<file path="src/design/pzdm_ram.sv">
// ----------------------------------------------------------------------------
// pzdm_ram
// Generic single-write, single-read RAM with registered read data.
// ----------------------------------------------------------------------------
module pzdm_ram #(
    parameter int WIDTH = 8,
    parameter int DEPTH = 256,
    localparam int AW = (DEPTH > 1) ? $clog2(DEPTH) : 1
) (
    input  logic             clk,
    input  logic             we,
    input  logic [AW-1:0]    waddr,
    input  logic [WIDTH-1:0] wdata,
    input  logic [AW-1:0]    raddr,
    output logic [WIDTH-1:0] rdata
);

    logic [WIDTH-1:0] mem_reg [DEPTH];
    logic [WIDTH-1:0] rdata_reg;

    always_ff @(posedge clk)
    begin
        if (we)
        begin
            mem_reg[waddr] <= wdata;
        end
        rdata_reg <= mem_reg[raddr];
    end

    assign rdata = rdata_reg;

endmodule

</file>
<file path="config.mk">
export PLATFORM = sky130hd
export DESIGN_NAME = pzdm_ram
export DESIGN_NICKNAME = d
export VERILOG_FILES = /design/src/design/pzdm_ram.sv
export SDC_FILE = /design/constraint.sdc
export NUM_CORES = 2
export LEC_CHECK = 0
export BUFFER_PORTS_ARGS = -buffer_cell sky130_fd_sc_hd__buf_4
export CAP_MARGIN = 20
export CORE_MARGIN = 3
export CORE_UTILIZATION = 25
export DETAILED_ROUTE_END_ITERATION = 10
export GPL_ROUTABILITY_DRIVEN = 0
export GPL_TIMING_DRIVEN = 0
export SLEW_MARGIN = 10
export SYNTH_ARGS = -nofsm -noshare
export SYNTH_HDL_FRONTEND = slang
export SYNTH_SLANG_ARGS = --single-unit
</file>
<file path="constraint.sdc">
create_clock -name clk -period 3.3 [get_ports clk]
set_input_delay 0.495 -clock clk [delete_from_list [all_inputs] [get_ports clk]]
set_output_delay 0.495 -clock clk [all_outputs]
set_load 0.03 [all_outputs]
</file>
==> flow_metrics.py <==
metrics = {
    "power_and_ir_drop": {
        "leakagePower_uw": 0.02783,
        "peakVddDrop_mv": 0.5447,
        "p_per_area_nw_per_um2": 591.6,
        "power.total_uw": 54780,
    },
    "floorplan": {
        "ios": 34,
        "chipWidth_microns": 570.1,
        "core_sq_um": 315700,
        "die_y_microns": 570.1,
        "initial_core_util": 0.2520,
        "dieArea_sq_um": 325000,
        "std_cell_rows": 206,
    },
    "sta": {
        "rsz0062_at_grt": "yes",
        "setup_violations": 122,
        "slew_headroom": 0.1529,
        "fmax_ghz": 0.2856,
        "tightest_slew_ns": 1.268,
        "period_minus_slack_ns": 3.501,
        "timing_hold_violations_final": 0,
        "finClkSkew_ns": 0.04497,
        "drv_slew": 0,
        "hold_ws_ns": 0.07619,
        "setup_ws_ns": -0.2014,
        "fin_crit_sh": 1.061,
    },
    "outcome": {
        "status": "finished with violations",
        "violations": "setup timing",
    },
    "yosys": {
        "synth_cell_types": 55,
        "yosys-top-cells-count": "edfxtp_1, mux4_2, nor2_1, mux2i_1, a22oi_1",
        "syn_avg_cell_area_sq_um": 21.31,
        "syn_area_sq_um": 79560,
        "synth.largest_area_cell": "edfxtp_1",
        "synthFlopType": "edfxtp_1",
        "synth_seq_cells": 2056,
        "synth.most_common_cell": "edfxtp_1",
        "ys_top_cells_by_area": "edfxtp_1, mux4_2, mux2i_1",
        "synth_nets": 3759,
        "yosys_warnings": 0,
        "async_flop_share": 0,
        "synth_edf_count": 2048,
        "synthCells": 3733,
        "synth_top_area_share": 0.7730,
        "ys_seq_area_frac": 0.7750,
    },
    "critical_path": {
        "path_delay_family": "buffers and inverters",
        "critPathBufInv": 5,
        "critPathLaunchType": "input pin",
        "critPathArrivalTime_ns": 4.23,
        "end_kind": "flop",
        "worstReg2RegStart": "mem_reg[100][1]$_DFFE_PP_",
        "rrSetupSlack_ns": 0.37,
        "crit_path_cell_trace": "buf_4 > buf_2 > buf_2 > nor2_2 > clkbuf_2 > a22oi_1 > a21oi_1 > nor4_1 > nor4_2 > buf_4",
        "reg2reg_depth": 7,
        "path_class": "in2reg",
        "critPathMaxFanout": 10,
        "required_ns": 4.03,
        "cp_slowest_cell": "buf_2",
        "slowest_delay_ns": 0.62,
        "regToRegEndpoint": "rdata[1]$_DFF_P_",
    },
    "routing": {
        "drc": 0,
        "wl_per_cell_microns": 29.63,
        "via_count": 41590,
        "drt_iter0_drc": 6456,
        "wirelength_microns": 247400,
        "ant_nets": 0,
        "drtPass1Iterations": 6,
        "drt-vias-per-instance": 4.982,
    },
    "global_route": {
        "grt_pass1_vias": 41140,
        "globalRoute.totalOverflow": 0,
        "antenna_found_initial": 19,
        "grt_use_total": 0.1486,
        "grt_start_max_net_pins": 149,
        "grt_pass1_wl_microns": 337200,
    },
    "clock_network": {
        "cts.clk_slew.worst_paths_ns": 0.06,
        "clk_latency_ns": 0.85,
        "cts_max_level": 4,
        "cts.sinks": 2056,
        "cts_tree": "built",
        "cts_buffers": 202,
        "clockRootBuffer": "clkbuf_16",
        "cts_buffer_depth": 3,
    },
    "cells_and_area": {
        "area_delta_synth_final_pct": 16.39,
        "fin_util": 0.2933,
        "largest_reg_flops": 2048,
        "fin_nets": 4032,
        "nFillCells": 30510,
        "drive_above_1_share": 0.2409,
        "design_area_sq_um": 92590,
    },
    "min_path": {
        "holdPathEnd": "mem_reg[80][0]$_DFFE_PP_",
        "timing.hold.worst.class": "in2reg",
        "hp-start": "wdata[0]",
        "whs_path_depth": 1,
    },
    "place": {
        "place_area_sq_um": 85780,
        "portBuffers": 26,
        "dp_hpwl_microns": 165200,
    },
    "run": {
        "maxCapViolCount": 0,
    },
}
[through the flow]
step / std cells / setup WS [ns] / TNS (ns)
after CTS: 8335 / 0.001583 / 0
after global placement: 7919 / -2.740 / -833.71
final: 8348 / -0.2014 / -6.620
after detailed placement: 7959 / -1.924 / -527.89
after floorplan: 3733 / 0.8671 / 0
after global routing: 8343 / -0.04811 / -0.9501
[routing by layer]
| layer | up-vias | share of wire | GRT usage |
|---|---|---|---|
| met5 | - | 0.00019 | 0 |
| met4 | 8 | 0.054 | 0.07337 |
| met3 | 524 | 0.11 | 0.04330 |
| met2 | 2622 | 0.46 | 0.2329 |
| met1 | 22160 | 0.37 | 0.1877 |
| li1 | 16270 | - | - |
[how the worst max path moves through the flow]
stage	from	endpoint	slack, ns	depth (start not counted)
4_1_cts	raddr[2]	rdata[0]$_DFF_P_	0.002	9
6_report	raddr[2]	rdata[3]$_DFF_P_	-0.20	10
3_5_place_dp	raddr[2]	rdata[7]$_DFF_P_	-1.92	9
3_3_place_gp	raddr[2]	rdata[1]$_DFF_P_	-2.74	9
5_1_grt	waddr[1]	mem_reg[222][3]$_DFFE_PP_	-0.05	6
2_1_floorplan	raddr[0]	rdata[2]$_DFF_P_	0.87	9
[what timing repair did]
action | 4_1_cts | 5_1_grt
endpoints found under the hold margin | 27 | 0
hold buffers | 2 | 0
setup endpoints to repair | 8 | 99
pin swaps | 1 | 0
resized for setup | 51 | 20
buffers inserted | 2 | 0
[cells by family after synthesis]
| family | synth area share |
|---|---|
| flip-flops | 0.7750 |
| multiplexers | 0.1462 |
| AND/OR/NAND/NOR | 0.02628 |
| AO/OA/AOI/OAI | 0.03419 |
| buffers and inverters | 0.01831 |
[final cells by class]
| type | instances | area, sq um | area share |
|---|---|---|---|
| inverters | 2 | 7.507 | 0.00008108 |
| clock inverters | 130 | 1282 | 0.01385 |
| plain buffers | 230 | 1541 | 0.01665 |
| diodes | 12 | 30.03 | 0.0003243 |
| clock buffers | 244 | 5213 | 0.05629 |
| flip-flops and latches | 2056 | 61660 | 0.6659 |
| well taps | 4160 | 5205 | 0.05621 |
| repair buffers | 72 | 988.4 | 0.01068 |
| multi-input cells | 1442 | 16670 | 0.1800 |
[cells in the final DEF, fill, tap and decap left out, types with 27 or more instances in the layout]
cell type / instances
edfxtp_1: 2048
mux4_2: 454
nor2_1: 273
clkbuf_16: 202
mux2i_1: 134
a22oi_1: 133
clkbuf_1: 101
a21oi_1: 96
buf_4: 56
clkinv_1: 52
o221ai_1: 46
clkbuf_2: 44
buf_2: 37
clkinv_2: 37
nand3_1: 34
nand2_1: 33
nor2b_1: 31
buf_8: 29
o22ai_1: 28
buf_6: 27
[report_power, final]
part           internal (uW)  total (uW)  switching (uW)
clock network          12500       22700           10200
registers              28800       28800            17.9
logic                   1010        3270            2270
total                  42300       54800           12500
No activity file was read; power rests on OpenSTA's default activity.
